===== src/design/p2sca_ram.sv =====
`default_nettype none
module p2sca_ram #(
    parameter int WIDTH = 8,
    parameter int DEPTH = 16
) (
    input  wire logic                     clk,
    input  wire logic                     we,
    input  wire logic [$clog2(DEPTH)-1:0] waddr,
    input  wire logic [WIDTH-1:0]         wdata,
    input  wire logic [$clog2(DEPTH)-1:0] raddr,
    output      logic [WIDTH-1:0]         rdata
);
    logic [WIDTH-1:0] mem [DEPTH];

    always_ff @(posedge clk)
    begin
        if (we)
        begin
            mem[waddr] <= wdata;
        end
        rdata <= mem[raddr];
    end
endmodule
`default_nettype wire


===== config.mk =====
export PLATFORM = sky130hd
export DESIGN_NAME = p2sca_ram
export DESIGN_NICKNAME = d
export VERILOG_FILES = /design/src/design/p2sca_ram.sv
export SDC_FILE = /design/constraint.sdc
export NUM_CORES = 1
export LEC_CHECK = 0
export BUFFER_PORTS_ARGS = -buffer_cell sky130_fd_sc_hd__buf_2
export CAP_MARGIN = 15
export CORE_ASPECT_RATIO = 0.7
export CORE_UTILIZATION = 55
export CTS_CLUSTER_DIAMETER = 50
export DETAILED_ROUTE_END_ITERATION = 8
export MAX_ROUTING_LAYER = met4
export PLACE_DENSITY = 0.69
export SLEW_MARGIN = 20
export SYNTH_ARGS = -nofsm -noshare
export SYNTH_HDL_FRONTEND = slang
export SYNTH_SLANG_ARGS = --single-unit

===== constraint.sdc =====
create_clock -name clk -period 3.65 [get_ports clk]
set_input_delay 0.365 -clock clk [delete_from_list [all_inputs] [get_ports clk]]
set_output_delay 0.365 -clock clk [all_outputs]
set_load 0.05 [all_outputs]

# After elaboration in Yosys (flattened, before gate mapping)
# Memory sizes are Yosys's and may differ from the RTL's. A register that Yosys moved wholly into a read port is not among the register bits.
# Index checks and enable logic that the tools add are counted.
# word_totals
word_cells	3
mem_bits_rw	128
regBits	0
out_inout_bits	8
input_bits	18
mem_count	1
# mem_list
memory	depth	width	rd	rd_ports_with_merged_regs	write_ports	line_no	text
mem	16	8	1	1	1	13	logic [WIDTH-1:0] mem [DEPTH];
# classes
muxes	2
# ops
cell	n
$mux W1	2

# Logic depth before layout (Yosys ltp)
# depth
word_depth	2
depth_mapped	5
mapped_depth_nobuf	3

# Least setup slack after synthesis
# No wires, ideal clock.
# synth_path
kind	input-to-reg
startpoint	input waddr[2]
endpoint	memory mem[0][0] (enable)
path_slack_ns	1.792
arrival_time_ns	1.475
path_buffers	0
setup_time_ns	0.383
cell_stages	2
t_required_ns	3.267
path_cell_list	or3b_2 -> nor3_1
# synth_lines
element	line_no	text
start, declared	8	input wire logic [$clog2(DEPTH)-1:0] waddr,
end, declared	13	
# No word-level cell before the write port.

==> metrics.cfg <==
[hold_path]
min_from = wdata[5]
hold_depth = 1
hold-path-endpoint = mem[7][5]$_DFFE_PP_
hold_path.class = primary input to flip-flop

[critical_path]
worstPathRequired_ns = 3.94
cp_max_fo = 17
r2r_slack_ns = 2.26
r2r-start = mem[5][3]$_DFFE_PP_
startpoint_type = primary input
timing.rr.end = rdata[3]$_DFF_P_
endpoint_kind = flip-flop
crit_chain = buf_2 > buf_4 > mux4_1 > a22oi_1 > nand2_1
arrival_ns = 2.16
path_class = primary input to flip-flop
max_stage_delay_ns = 0.61
reg2reg_depth = 3
critical_path.slowest_cell = mux4_1

[timing]
fmax_ghz = 0.534
maxSlewHeadroom_pct = 35.3
hold_viol = 0
setup_viol = 0
period_needed_ns = 1.87
finalCritPeriodShare_pct = 51.3
setup_tns_ns = 0
slew_violations = 0
rsz0062_at_grt = no
worstMarginPinSlew_ns = 0.967
skew_ns = 0.00464
whs_ns = 0.349

[power_and_ir_drop]
powerDensity_nw_per_um2 = 579
max-vdd-ir-drop_uv = 585
p_leak_uw = 0.00197

[cells_and_area]
diodes = 0
fin_cells = 403
area_growth_pct = 14.4
drive_above_1_share_pct = 26.2
fin_nets = 286

[floorplan]
num_rows = 29
io_pins = 26
dieWidth_um = 118
die-area_um2 = 9760
initial_core_util_pct = 56.7
fp.dieH_um = 82.9
core_area_um2 = 9070

[yosys]
synth-edff-count = 128
synth_top_area_cell = edfxtp_1
synth_flop_cell = edfxtp_1
syn_area_um2 = 5150
yosysSeqAreaShare_pct = 77.8
ys_ff_latch = 136
synth_top_area_share_pct = 74.7
synth_area_leaders = edfxtp_1 (75%), mux4_2 (7.9%), mux4_1 (7.1%), dfxtp_1 (3.1%), a22oi_1 (2.3%)
yosysUniqueCellTypes = 19
yosysWarnings = 0
synth_fp_nets = 247
avgSynthCellArea_um2 = 22.5
async_reset_ff_share_pct = 0
synth.most_common_cell = edfxtp_1
synth_common_cells = edfxtp_1 (128), mux4_2 (18), a22oi_1 (16), mux4_1 (14), nor2_1 (13)
syn_inst = 229

[route]
ant_nets = 0
vias = 2390
drt-initial-drc-count = 237
routed_via_density = 5.93
drc = 0
drt_wl_total_um = 9680
wl_per_cell_um = 24.0
dr.pass1.iters = 4

[clock_tree]
postCtsSetupRepairBufs = 0
clk_pin_slew_ns = 0.05
cts_resized = 0
holdBufCountCts = 0
clockBufferDepth = 2
numCtsBuffers = 17
clock-sinks = 136
clk_latency_ns = 0.40
cts_tree = yes
root_buffer = clkbuf_16
htree_levels = 4

[status]
status = finished clean

[grt]
overflow = 0
grt_pass1_wl_um = 14600
antenna_found_initial = 0
grt_max_degree = 33
track_usage_pct = 22.7
grt_pass1_vias = 2458

[placement]
place_congestion = 0.826
io_buffers = 25
dp_hpwl_um = 5990
dpl.cell_count = 373

[flow_run]
drv_cap = 0

## worst max-delay path: cells and delay by family
family	cells	cell delay, ns
buffers and inverters	2	0.83
muxes	1	0.61
AOI/OAI and AO/OA	1	0.23
and+or+nand+nor	1	0.09
## layout by cell type (no fill, tap or decap), types with 6 or more instances in the layout
cell type  synthesis  layout
buf_2              3      25
dfxtp_1            8       8
nand2_1            9       9
mux4_2            18      18
clkbuf_16          0      17
nor2_1            13      13
a22oi_1           16      16
clkbuf_1           0       6
mux4_1            14      14
edfxtp_1         128     128
## routing by layer
layer | wire length [um] | vias up | global-route usage (%)
met2 | 4370 | 69 | 30.5
li1 | - | 1054 | -
met1 | 4530 | 1248 | 32.7
met5 | 0 | - | -
met3 | 608 | 19 | 6.52
met4 | 167 | 0 | 9.44
## per-stage QoR
stage                     utilization [%]  area, um2  power [uW]  worst slack [ns]
after floorplan                         -       5150        1910              1.79
after global placement               59.3       5380        1980              1.34
after detailed placement             59.3       5380        1980              1.31
after CTS                            64.9       5890        3440              1.74
after global routing                 64.9       5890        3510              1.65
final                                64.9       5890        3410              1.78
## power by group
part | leakage, uW | internal (uW) | switching [uW]
sequential | 0.00122 | 1750 | 11.3
clock | 0.000254 | 908 | 555
combinational | 0.000496 | 63.7 | 125
## worst max-delay path by stage
| stage | cells past startpoint | start | slack, ns | end |
|---|---|---|---|---|
| finish | 5 | raddr[0] | 1.78 | rdata[1]$_DFF_P_ |
| global route | 5 | raddr[0] | 1.65 | rdata[1]$_DFF_P_ |
| CTS | 5 | raddr[0] | 1.74 | rdata[1]$_DFF_P_ |
| detailed placement | 5 | raddr[0] | 1.31 | rdata[1]$_DFF_P_ |
| global placement | 5 | raddr[0] | 1.34 | rdata[2]$_DFF_P_ |
| floorplan | 2 | waddr[2] | 1.79 | mem[0][0]$_DFFE_PP_ |
## layout make-up
cell class	count	area (um2)
well taps	124	155
flip-flops and latches	136	4000
fillers	622	3180
clock inverters	4	20.0
clock buffers	26	489
multi-input cells	83	1060
repair buffers	30	163
## cell families (layout without fill, tap and decap cells)
group | count (synthesis) | after routing | synth area share, %
mux | 32 | 32 | 15.0
buf+inv | 10 | 60 | 1.68
compound gates | 16 | 16 | 2.33
simple gates | 35 | 35 | 3.18
flops | 136 | 136 | 77.8
## state kept, by name, summed over array words and instances (netlist names)
name   count
rdata      8
mem      128
No activity file was read; power rests on OpenSTA's default activity.
